<file path="src/rtl/mcit_pkg.sv">
// ----------------------------------------------------------------------------
// mcit_pkg
// Shared constants, codes and types of the multi-channel interval timer.
// ----------------------------------------------------------------------------
package mcit_pkg;

  // Table geometry
  localparam int CHANNELS = 16;
  localparam int ACTIVE   = (CHANNELS < 16) ? CHANNELS : 16;
  localparam int CH_W     = (CHANNELS > 1) ? $clog2(CHANNELS) : 1;

  // Field widths
  localparam int OP_W     = 3;
  localparam int CHAN_W   = 4;
  localparam int VAL_W    = 32;
  localparam int STEP_W   = 16;
  localparam int REM_W    = 33;
  localparam int STAT_W   = 2;
  localparam int ENTRY_W  = 2 * VAL_W;

  localparam logic [STEP_W-1:0] TICK_STEP_RESET = 16'd10;

  // Operation codes
  typedef enum logic [OP_W-1:0] {
    OP_TICK    = 3'd0,
    OP_ALLOC   = 3'd1,
    OP_RELEASE = 3'd2,
    OP_ENABLE  = 3'd3,
    OP_DISABLE = 3'd4,
    OP_SET_IVL = 3'd5,
    OP_READ    = 3'd6,
    OP_ACK     = 3'd7
  } opcode_t;

  // Reply status codes
  localparam logic [STAT_W-1:0] ST_OK     = 2'd0;
  localparam logic [STAT_W-1:0] ST_INUSE  = 2'd1;
  localparam logic [STAT_W-1:0] ST_NOFREE = 2'd2;

  // Result kinds
  localparam logic KIND_REPLY = 1'b0;
  localparam logic KIND_FIRE  = 1'b1;

  // One result transaction
  typedef struct packed {
    logic                    kind;
    logic [STAT_W-1:0]       status;
    logic [CHAN_W-1:0]       chan;
    logic signed [REM_W-1:0] remaining;
    logic                    last;
  } res_t;

endpackage

</file>
<file path="src/rtl/mcit_ram.sv">
// ----------------------------------------------------------------------------
// mcit_ram
// Single-clock RAM, one write port and one read port with registered data.
// ----------------------------------------------------------------------------
module mcit_ram #(
  parameter int DEPTH  = 16,
  parameter int ADDR_W = 4,
  parameter int DATA_W = 64
) (
  input  logic              clk,
  input  logic              we,
  input  logic [ADDR_W-1:0] waddr,
  input  logic [DATA_W-1:0] wdata,
  input  logic [ADDR_W-1:0] raddr,
  output logic [DATA_W-1:0] rdata
);

  logic [DATA_W-1:0] mem [DEPTH];
  logic [DATA_W-1:0] rdata_r;

  // Write port
  always_ff @(posedge clk) begin
    if (we) begin
      mem[waddr] <= wdata;
    end
  end

  // Read port, registered data
  always_ff @(posedge clk) begin
    rdata_r <= mem[raddr];
  end

  assign rdata = rdata_r;

endmodule

</file>
<file path="src/rtl/mcit_out_reg.sv">
// ----------------------------------------------------------------------------
// mcit_out_reg
// Output register of the result channel; registers the result, though can_push
// still follows the downstream ready.
// ----------------------------------------------------------------------------
module mcit_out_reg
  import mcit_pkg::*;
(
  input  logic clk,
  input  logic rst_n,
  input  logic push,
  input  res_t push_res,
  output logic can_push,
  output logic out_valid,
  input  logic out_ready,
  output res_t out_res
);

  logic valid_r;
  logic valid_nxt;
  res_t res_r;

  // Slot is free when empty or drained this cycle
  assign can_push = !valid_r || out_ready;

  always_comb begin
    valid_nxt = valid_r;
    if (out_ready) begin
      valid_nxt = 1'b0;
    end
    if (push && can_push) begin
      valid_nxt = 1'b1;
    end
  end

  always_ff @(posedge clk) begin
    if (!rst_n) begin
      valid_r <= 1'b0;
    end else begin
      valid_r <= valid_nxt;
    end
  end

  // Load payload on push
  always_ff @(posedge clk) begin
    if (push && can_push) begin
      res_r <= push_res;
    end
  end

  assign out_valid = valid_r;
  assign out_res   = res_r;

endmodule

</file>
<file path="src/rtl/mcit_seq.sv">
// ----------------------------------------------------------------------------
// mcit_seq
// Operation sequencer: holds the allocated and running flags, reads and
// writes the period/elapsed table, scans channels on a tick.
// ----------------------------------------------------------------------------
module mcit_seq
  import mcit_pkg::*;
(
  input  logic               clk,
  input  logic               rst_n,
  // Input transaction
  input  logic               in_valid,
  output logic               in_ready,
  input  logic [OP_W-1:0]    in_op,
  input  logic [CHAN_W-1:0]  in_chan,
  input  logic               in_pick,
  input  logic [VAL_W-1:0]   in_ival,
  // Configuration
  input  logic [STEP_W-1:0]  tick_step,
  // Table port
  output logic               tbl_we,
  output logic [CH_W-1:0]    tbl_waddr,
  output logic [ENTRY_W-1:0] tbl_wdata,
  output logic [CH_W-1:0]    tbl_raddr,
  input  logic [ENTRY_W-1:0] tbl_rdata,
  // Result push
  output logic               push,
  output res_t               push_res,
  input  logic               can_push
);

  typedef enum logic [1:0] {S_IDLE, S_OP, S_TICK, S_FLUSH} state_t;

  localparam logic [CH_W-1:0] LAST_CH = CH_W'(ACTIVE - 1);

  state_t              state_r, state_nxt;
  logic [CH_W-1:0]     cnt_r, cnt_nxt;
  logic                held_valid_r, held_valid_nxt;
  logic [CH_W-1:0]     held_ch_r, held_ch_nxt;
  opcode_t             op_r, op_nxt;
  logic [CHAN_W-1:0]   ch_r, ch_nxt;
  logic                pick_r, pick_nxt;
  logic [VAL_W-1:0]    ival_r, ival_nxt;
  logic [CHANNELS-1:0] alloc_r, alloc_nxt;
  logic [CHANNELS-1:0] run_r, run_nxt;

  logic [VAL_W-1:0]    rd_p;
  logic [VAL_W-1:0]    rd_e;
  logic [VAL_W:0]      sum;
  logic [VAL_W-1:0]    e_new;
  logic                act;
  logic                fire;
  logic                ch_ok;
  logic [CH_W-1:0]     ch_idx;
  logic                ch_valid;
  logic                free_found;
  logic [CH_W-1:0]     free_idx;
  logic [CH_W-1:0]     slot;
  logic                alloc_ok;

  assign rd_p = tbl_rdata[ENTRY_W-1:VAL_W];
  assign rd_e = tbl_rdata[VAL_W-1:0];

  // Channel decode of the held operation
  assign ch_ok    = (32'(ch_r) < ACTIVE);
  assign ch_idx   = CH_W'(ch_r);
  assign ch_valid = ch_ok && alloc_r[ch_idx];

  // Lowest free channel
  always_comb begin
    free_found = 1'b0;
    free_idx   = '0;
    for (int i = ACTIVE - 1; i >= 0; i--) begin
      if (!alloc_r[i]) begin
        free_found = 1'b1;
        free_idx   = CH_W'(i);
      end
    end
  end

  // Tick update of the scanned channel, saturating at full scale
  assign act   = alloc_r[cnt_r] && run_r[cnt_r] && (rd_e < rd_p);
  assign sum   = {1'b0, rd_e} + {{(VAL_W + 1 - STEP_W){1'b0}}, tick_step};
  assign e_new = sum[VAL_W] ? {VAL_W{1'b1}} : sum[VAL_W-1:0];
  assign fire  = act && (e_new >= rd_p);

  assign in_ready = (state_r == S_IDLE);

  always_comb begin
    state_nxt      = state_r;
    cnt_nxt        = cnt_r;
    held_valid_nxt = held_valid_r;
    held_ch_nxt    = held_ch_r;
    op_nxt         = op_r;
    ch_nxt         = ch_r;
    pick_nxt       = pick_r;
    ival_nxt       = ival_r;
    alloc_nxt      = alloc_r;
    run_nxt        = run_r;
    tbl_we         = 1'b0;
    tbl_waddr      = cnt_r;
    tbl_wdata      = {rd_p, e_new};
    tbl_raddr      = cnt_r;
    push           = 1'b0;
    push_res       = '0;
    slot           = ch_idx;
    alloc_ok       = 1'b0;

    unique case (state_r)
      // Take a transaction and start its table read
      S_IDLE: begin
        if (in_op == OP_TICK) begin
          tbl_raddr = '0;
        end else begin
          tbl_raddr = CH_W'(in_chan);
        end
        if (in_valid) begin
          op_nxt         = opcode_t'(in_op);
          ch_nxt         = in_chan;
          pick_nxt       = in_pick;
          ival_nxt       = in_ival;
          cnt_nxt        = '0;
          held_valid_nxt = 1'b0;
          state_nxt      = (in_op == OP_TICK) ? S_TICK : S_OP;
        end
      end

      // Single operation: read data is valid, reply and write back
      S_OP: begin
        tbl_raddr       = ch_idx;
        push            = 1'b1;
        push_res.kind   = KIND_REPLY;
        push_res.last   = 1'b1;
        push_res.status = ST_INUSE;
        if (op_r == OP_ALLOC) begin
          if (pick_r) begin
            slot            = free_idx;
            alloc_ok        = free_found;
            push_res.status = free_found ? ST_OK : ST_NOFREE;
          end else begin
            alloc_ok        = ch_ok && !alloc_r[ch_idx];
            push_res.status = alloc_ok ? ST_OK : ST_INUSE;
          end
          if (alloc_ok) begin
            push_res.chan = CHAN_W'(slot);
          end
        end else if (ch_valid) begin
          push_res.status = ST_OK;
          if (op_r == OP_READ) begin
            push_res.remaining = REM_W'({1'b0, rd_p}) - REM_W'({1'b0, rd_e});
          end
        end
        if (can_push) begin
          state_nxt = S_IDLE;
          tbl_waddr = slot;
          if (op_r == OP_ALLOC) begin
            if (alloc_ok) begin
              alloc_nxt[slot] = 1'b1;
              run_nxt[slot]   = 1'b0;
              tbl_we          = 1'b1;
              tbl_wdata       = {ival_r, {VAL_W{1'b0}}};
            end
          end else if (ch_valid) begin
            case (op_r)
              OP_RELEASE: begin
                alloc_nxt[ch_idx] = 1'b0;
                run_nxt[ch_idx]   = 1'b0;
              end
              OP_ENABLE:  run_nxt[ch_idx] = 1'b1;
              OP_DISABLE: run_nxt[ch_idx] = 1'b0;
              OP_SET_IVL: begin
                tbl_we    = 1'b1;
                tbl_wdata = {ival_r, rd_e};
              end
              OP_ACK: begin
                tbl_we    = 1'b1;
                tbl_wdata = {rd_p, {VAL_W{1'b0}}};
              end
              default: ;
            endcase
          end
        end
      end

      // Scan one channel per cycle unless a fire push stalls; hold the latest fire until the next one
      S_TICK: begin
        tbl_raddr = cnt_r + CH_W'(1);
        if (fire && held_valid_r) begin
          push          = 1'b1;
          push_res.kind = KIND_FIRE;
          push_res.chan = CHAN_W'(held_ch_r);
        end
        if (fire && held_valid_r && !can_push) begin
          // Stall: re-read the same entry
          tbl_raddr = cnt_r;
        end else begin
          tbl_we = act;
          if (fire) begin
            held_valid_nxt = 1'b1;
            held_ch_nxt    = cnt_r;
          end
          cnt_nxt = cnt_r + CH_W'(1);
          if (cnt_r == LAST_CH) begin
            state_nxt = S_FLUSH;
          end
        end
      end

      // Emit the final fire with last set
      S_FLUSH: begin
        if (held_valid_r) begin
          push          = 1'b1;
          push_res.kind = KIND_FIRE;
          push_res.chan = CHAN_W'(held_ch_r);
          push_res.last = 1'b1;
          if (can_push) begin
            held_valid_nxt = 1'b0;
            state_nxt      = S_IDLE;
          end
        end else begin
          state_nxt = S_IDLE;
        end
      end

      default: state_nxt = S_IDLE;
    endcase
  end

  always_ff @(posedge clk) begin
    if (!rst_n) begin
      state_r      <= S_IDLE;
      cnt_r        <= '0;
      held_valid_r <= 1'b0;
      alloc_r      <= '0;
      run_r        <= '0;
    end else begin
      state_r      <= state_nxt;
      cnt_r        <= cnt_nxt;
      held_valid_r <= held_valid_nxt;
      alloc_r      <= alloc_nxt;
      run_r        <= run_nxt;
    end
  end

  // Operation payload and held channel
  always_ff @(posedge clk) begin
    held_ch_r <= held_ch_nxt;
    op_r      <= op_nxt;
    ch_r      <= ch_nxt;
    pick_r    <= pick_nxt;
    ival_r    <= ival_nxt;
  end

endmodule

</file>
<file path="src/rtl/multi_channel_interval_timer.sv">
// ----------------------------------------------------------------------------
// multi_channel_interval_timer
// Table of interval timer channels driven by a common tick.
// ----------------------------------------------------------------------------
// Each channel's period and elapsed count live in one synchronous RAM entry;
// allocated and running flags sit in flip-flops cleared by reset. The block
// works on one transaction at a time. A non-tick operation reads the table
// when accepted, then replies and writes back once the output can take the
// reply. A tick scans every channel through the single RAM read port, one
// channel per cycle unless a fire result stalls on the output; each fire is
// a result transaction and the last one carries tlast. A tick with no fires
// produces nothing. No clearing pass is needed after reset: an entry is read
// only for allocated channels, and allocate writes it first.
module multi_channel_interval_timer
  import mcit_pkg::*;
(
  input  logic        clk,
  input  logic        rst_n,
  // Configuration: tick_step
  input  logic        cfg_wen,
  input  logic [15:0] cfg_wdata,
  // Operation input
  input  logic        in_tvalid,
  output logic        in_tready,
  input  logic [39:0] in_tdata,   // channel[3:0], auto_pick[4], interval_value[36:5], zero
  input  logic [2:0]  in_tuser,   // opcode[2:0]
  // Result output
  output logic        out_tvalid,
  input  logic        out_tready,
  output logic [39:0] out_tdata,  // status[1:0], result_channel[5:2], remaining[38:6], zero
  output logic        out_tuser,  // kind[0]
  output logic        out_tlast
);

  logic [STEP_W-1:0]  tick_step_r;
  logic               tbl_we;
  logic [CH_W-1:0]    tbl_waddr;
  logic [ENTRY_W-1:0] tbl_wdata;
  logic [CH_W-1:0]    tbl_raddr;
  logic [ENTRY_W-1:0] tbl_rdata;
  logic               push;
  logic               can_push;
  res_t               push_res;
  res_t               out_res;

  // Tick step register
  always_ff @(posedge clk) begin
    if (!rst_n) begin
      tick_step_r <= TICK_STEP_RESET;
    end else if (cfg_wen) begin
      tick_step_r <= cfg_wdata;
    end
  end

  mcit_ram #(
    .DEPTH  (CHANNELS),
    .ADDR_W (CH_W),
    .DATA_W (ENTRY_W)
  ) u_ram (
    .clk   (clk),
    .we    (tbl_we),
    .waddr (tbl_waddr),
    .wdata (tbl_wdata),
    .raddr (tbl_raddr),
    .rdata (tbl_rdata)
  );

  mcit_seq u_seq (
    .clk       (clk),
    .rst_n     (rst_n),
    .in_valid  (in_tvalid),
    .in_ready  (in_tready),
    .in_op     (in_tuser),
    .in_chan   (in_tdata[3:0]),
    .in_pick   (in_tdata[4]),
    .in_ival   (in_tdata[36:5]),
    .tick_step (tick_step_r),
    .tbl_we    (tbl_we),
    .tbl_waddr (tbl_waddr),
    .tbl_wdata (tbl_wdata),
    .tbl_raddr (tbl_raddr),
    .tbl_rdata (tbl_rdata),
    .push      (push),
    .push_res  (push_res),
    .can_push  (can_push)
  );

  mcit_out_reg u_out (
    .clk       (clk),
    .rst_n     (rst_n),
    .push      (push),
    .push_res  (push_res),
    .can_push  (can_push),
    .out_valid (out_tvalid),
    .out_ready (out_tready),
    .out_res   (out_res)
  );

  // Pack the result
  assign out_tdata = {1'b0, out_res.remaining, out_res.chan, out_res.status};
  assign out_tuser = out_res.kind;
  assign out_tlast = out_res.last;

  // A reply always closes its transaction
  a_reply_last: assert property (@(posedge clk) disable iff (!rst_n)
    out_tvalid && (out_tuser == KIND_REPLY) |-> out_tlast)
    else $error("reply without last");

  // A fire result carries ok status and no remaining count
  a_fire_clean: assert property (@(posedge clk) disable iff (!rst_n)
    out_tvalid && (out_tuser == KIND_FIRE) |->
      (out_tdata[1:0] == ST_OK) && (out_tdata[38:6] == '0))
    else $error("fire result with stray fields");

  // One transaction at a time: busy right after an accept
  a_busy_after_accept: assert property (@(posedge clk) disable iff (!rst_n)
    in_tvalid && in_tready |=> !in_tready)
    else $error("input accepted back to back");

  // Failed replies report no channel
  a_fail_no_chan: assert property (@(posedge clk) disable iff (!rst_n)
    out_tvalid && (out_tuser == KIND_REPLY) && (out_tdata[1:0] != ST_OK) |->
      (out_tdata[5:2] == '0) && (out_tdata[38:6] == '0))
    else $error("failed reply with channel or remaining set");

endmodule
</file>
<file path="config.mk">
export PLATFORM = sky130hd
export DESIGN_NAME = multi_channel_interval_timer
export DESIGN_NICKNAME = d
export VERILOG_FILES = /design/src/rtl/mcit_pkg.sv /design/src/rtl/mcit_ram.sv /design/src/rtl/mcit_out_reg.sv /design/src/rtl/mcit_seq.sv /design/src/rtl/multi_channel_interval_timer.sv
export SDC_FILE = /design/constraint.sdc
export NUM_CORES = 2
export LEC_CHECK = 0
export BUFFER_PORTS_ARGS = -buffer_cell sky130_fd_sc_hd__buf_2
export CAP_MARGIN = 20
export CORE_AREA = 2 2 323 325
export CTS_CLUSTER_DIAMETER = 150
export DETAILED_ROUTE_END_ITERATION = 12
export DIE_AREA = 0 0 325 327
export GPL_TIMING_DRIVEN = 0
export PLACE_DENSITY = 0.75
export SLEW_MARGIN = 0
export SYNTH_ARGS = -nofsm -noshare
export SYNTH_HDL_FRONTEND = slang
export SYNTH_SLANG_ARGS = --single-unit
</file>
<file path="constraint.sdc">
create_clock -name clk -period 8.4 [get_ports clk]
set_input_delay 0.84 -clock clk [delete_from_list [all_inputs] [get_ports clk]]
set_output_delay 0.84 -clock clk [all_outputs]
set_load 0.02 [all_outputs]
</file>
==> results list <==
- The smallest clock period supported by the final layout is computed as 8270 ps.
- Met2 track demand over resource: 0.446
- After global routing the overflow that remains totals 0.
* Share of the synthesized area in the top cell type: 0.651
* Total of hold buffers inserted after clock tree synthesis: 0
- Critical-path top delay cell: sky130_fd_sc_hd__clkbuf_1
- DIE HEIGHT: 327 um
- For this run, the register share of the synthesized area comes to 0.698.
- Of the total power, combinational logic draws 0.456.
- The path class of the tightest hold or removal check is input port to register.
- Once detail routing completed, the nets flagged for antenna violations numbered 0.
- The worst register-to-register path ends at u_ram.rdata[56].
* Wire length of the first global-routing pass: 227000 um
* Flop and latch count out of synthesis: 1229
* Width of the die: 325 um
- WP data arrival: 8870 ps
- The number of global-route vias before repair came to 34.2k.
- Across the routed clock network, the largest skew measured is 51.2 ps.
- Switching part of the total: 0.432
* Cell accounting for the most synthesized area: sky130_fd_sc_hd__edfxtp_1
- Nets@finish: 4423
* Worst path top cell family by delay: compound AO/OA/AOI/OAI gates
- Met3 Use GR: 0.0608
- After detailed routing, the total wire length is 157000 um.
* Measured slew at the worst slew-check pin: 1100 ps
- In the routed design, unresolved DRC markers number 0.
- The global routing stage identified its most utilized layer as met2.
- The detailed router finished its first iteration with 5751 violations.
* Count of flip-flops with a built-in enable after synthesis: 1109
- The setup path with the least slack is of type register to register.
* Total power: 24.9 mW
* Number of unique standard cell types used by synthesis: 84
- Max Transition Viols Final: 0
* Aggregate global-route resource usage: 0.288
* Area added between synthesis and finish: 14.4%
- Max Buffers Root-to-Sink: 3
* Depth of the worst register-to-register path: 29
- Dividing the detail-routed via count by the number of cells gives 6.33.
* Cells taking the most area after synthesis: sky130_fd_sc_hd__edfxtp_1 65%, sky130_fd_sc_hd__a21oi_1 5.9%, sky130_fd_sc_hd__nand2_1 4.9%
* Required time reported for the critical path endpoint: 9000 ps
- In this run the power density over the cells is 426 nW/um^2.
- The core region is 103000 um^2.
* Number of top-level pins: 108
- Grt met1 use: 0.396
- Hold Crit Endpoint: u_seq.ival_r[10]
* Number of antenna violations at the first check in global routing: 9
- Cts bufs inserted: 120
- The most used flip-flop cell after synthesis is sky130_fd_sc_hd__edfxtp_1.
- The routed layout has 36.4k vias.
* Final core utilization: 0.569
- For this configuration, the core starts out at a cell density of 0.497.
- At the end of routability-driven placement, the weighted congestion stood at 0.987.
* Detailed-placement wirelength estimate: 111000 um
- In the post-synthesis netlist, the cell with the most instances is sky130_fd_sc_hd__edfxtp_1.
- CTS root buffer: sky130_fd_sc_hd__clkbuf_16
* # rows: 118
- Maximum number of pins on one net before global-route repair: 36
- Counting every net in the synthesized netlist gives 4121.
- The worst setup path is captured at a register.
* Post-synth top cells: 1109 x sky130_fd_sc_hd__edfxtp_1, 667 x sky130_fd_sc_hd__nand2_1, 599 x sky130_fd_sc_hd__a21oi_1, 257 x sky130_fd_sc_hd__a221oi_1, 155 x sky130_fd_sc_hd__clkbuf_1
* Fin worst setup slack: 134 ps
* Clock latency at the later pin of the worst-skew pair: 740 ps
* Switching power: 10.8 mW
* Fmax: 121 MHz
- The average instance in the mapped netlist occupies 12.9 um^2.
* Number of port buffers: 102
* Sequential cell fraction of total power: 0.336
- Critical Path Fanout Max: 10
* Share of the cycle needed by the critical path after routing: 0.984
* Outcome: complete, no violations
* Final-report setup violation count: 0
- Cell occurring most often along the worst timing path: sky130_fd_sc_hd__a21o_1
- Hold wc startpoint: in_tdata[15]
- Synthesis handed over a netlist of 3970 instances.
- Measured against its own limit, the worst slew margin works out to 0.262.
- Post-synthesis instance area: 51200 um^2
- After detailed routing, the average wire length per cell comes to 27.3 um.
* Portion of total power attributed to the clock network: 0.209
- Cell internal power was estimated by the tool at 14.2 mW.
* Instance count along the most critical hold path: 1
- Buf+Inv Stages, Crit Path: 4
- Max IR drop VDD: 0.261 mV
- Slowest stage delay, CP: 610 ps
- The H-tree was split into 3 levels.
* Element type at the critical path start: register
- Die area: 106000 um^2
* Count of warnings emitted by yosys: 0
- TritonCTS built the clock tree.
- Unrepaired setup endpoints after global routing: true
* Post-placement setup slack: -759 ps
- Counting every sink on the clock net gives 1229.
- Slack of the worst reg-to-reg path: 130 ps
- In this run the critical register-to-register path is launched from tick_step_r[0].
* Clock-pin slew of the registers on the worst-case setup and hold paths: 60 ps
- Across the run, the number of max-cap violations was 0.
* First-pass iteration count of the detailed router: 6
- Reported leakage power: 20.4 nW
- Async S/R FF share, synth: 0
- Proportion of layout cells with a drive suffix above 1: 0.126
* Hold Fails Final Rpt: 0
==> final cells by class <==
| type | count | area [um^2] |
|---|---|---|
| fill | 8098 | 44400 |
| inverter | 88 | 330 |
| timing repair buffer | 181 | 1530 |
| tap | 1380 | 1730 |
| multi-input combinational | 2404 | 14200 |
| clock inverter | 60 | 488 |
| antenna | 2 | 5.00 |
| buffer | 248 | 1190 |
| sequential | 1229 | 35700 |
| clock buffer | 164 | 3330 |
==> power by group through the flow <==
stage	registers, mW	clock network [mW]	logic [mW]
after floorplan	8.41	0	6.51
after global placement	8.54	0	10.4
after detailed placement	8.48	0	10.9
after CTS	8.36	5.21	11.0
after global routing	8.38	5.46	12.0
final	8.37	5.21	11.4
==> flip-flops by register name, summed over array words and instances (netlist names), named ones only <==
| signal | flops |
|---|---|
| u_ram.mem | 1024 |
| u_ram.rdata | 64 |
| u_out.out_res | 41 |
| u_seq.ival_r | 32 |
| tick_step_r | 16 |
| u_seq.alloc_r | 16 |
| u_seq.ch_idx | 4 |
| u_seq.cnt_r | 4 |
| u_seq.held_ch_r | 4 |
| u_seq.op_r | 3 |
| u_seq.state_r | 2 |
| u_out.out_valid | 1 |
| u_seq.held_valid_r | 1 |
| u_seq.pick_r | 1 |
==> cells by family after synthesis <==
logic type	Yosys count	synth area share
fa+ha+maj	87	0.0216
buf+inv	337	0.0278
compound gates	1166	0.145
mux	26	0.00633
other cells	1	0.0000733
flops	1229	0.698
xor+xnor	41	0.00702
simple gates	1083	0.0940
==> per-layer routing <==
metal	wire length, um	part of all wire	up-vias
li1	-	-	15700
met5	34	0.00022	-
met3	17400	0.11	404
met4	7420	0.047	6
met1	60800	0.39	17800
met2	71500	0.46	2462
==> worst register-to-register path: cells and delay by family (launching register included) <==
kind,cells,cell delay [ps]
compound gates,15,3360
buf+inv,4,1460
fa+ha+maj,3,730
flops,1,450
simple gates,7,2120
==> stage by stage <==
stage                     setup TNS [ps]  hold WS (ps)  cells  instance area, um^2
after CTS                              0           247   5748                58400
final                                  0           275   5756                58500
after floorplan                        0           439   3970                51200
after detailed placement          -28510           470   5523                54500
after global placement          -4531480           461   5452                53400
after global routing                -769           251   5755                58500
==> worst max path at each step <==
stage / start / slack [ps] / depth (start not counted) / endpoint
5_1_grt: tick_step_r[0] / -80 / 30 / u_ram.rdata[56]
3_5_place_dp: tick_step_r[0] / -760 / 29 / u_ram.rdata[62]
6_report: tick_step_r[0] / 130 / 29 / u_ram.rdata[56]
2_1_floorplan: u_ram.rdata[0] / 110 / 25 / u_ram.mem[1][0]
3_3_place_gp: tick_step_r[0] / -4610 / 25 / u_ram.mem[8][31]
4_1_cts: tick_step_r[0] / 70 / 30 / u_ram.rdata[20]
==> repair_timing <==
action | 4_1_cts | 5_1_grt
pin swaps | 1 | 0
gates resized for setup | 28 | 74
setup buffers | 1 | 0
setup endpoints to repair | 64 | 64
==> placed cells by master (no fill, tap or decap), types with 14 or more instances in the layout <==
cell type and instances:
sky130_fd_sc_hd__edfxtp_1 1109, sky130_fd_sc_hd__nand2_1 667, sky130_fd_sc_hd__a21oi_1 599, sky130_fd_sc_hd__a221oi_1 256
sky130_fd_sc_hd__buf_2 163, sky130_fd_sc_hd__clkbuf_1 140, sky130_fd_sc_hd__clkbuf_16 121, sky130_fd_sc_hd__dfxtp_1 120
sky130_fd_sc_hd__nor2_1 108, sky130_fd_sc_hd__inv_1 87, sky130_fd_sc_hd__o21ai_0 87, sky130_fd_sc_hd__ha_1 85
sky130_fd_sc_hd__or4_1 64, sky130_fd_sc_hd__nand3_1 48, sky130_fd_sc_hd__buf_4 47, sky130_fd_sc_hd__clkbuf_2 45
sky130_fd_sc_hd__nor2b_1 40, sky130_fd_sc_hd__nor3_1 40, sky130_fd_sc_hd__buf_12 34, sky130_fd_sc_hd__xnor2_1 30
sky130_fd_sc_hd__o21ai_1 29, sky130_fd_sc_hd__a21boi_0 28, sky130_fd_sc_hd__clkinv_2 27, sky130_fd_sc_hd__a21o_1 26
sky130_fd_sc_hd__nand2b_1 21, sky130_fd_sc_hd__o21a_1 21, sky130_fd_sc_hd__mux2i_1 20, sky130_fd_sc_hd__nor2_4 18
sky130_fd_sc_hd__nand4_1 14, sky130_fd_sc_hd__a22o_1 14, sky130_fd_sc_hd__clkbuf_8 14
No activity file was read; power rests on OpenSTA's default activity.
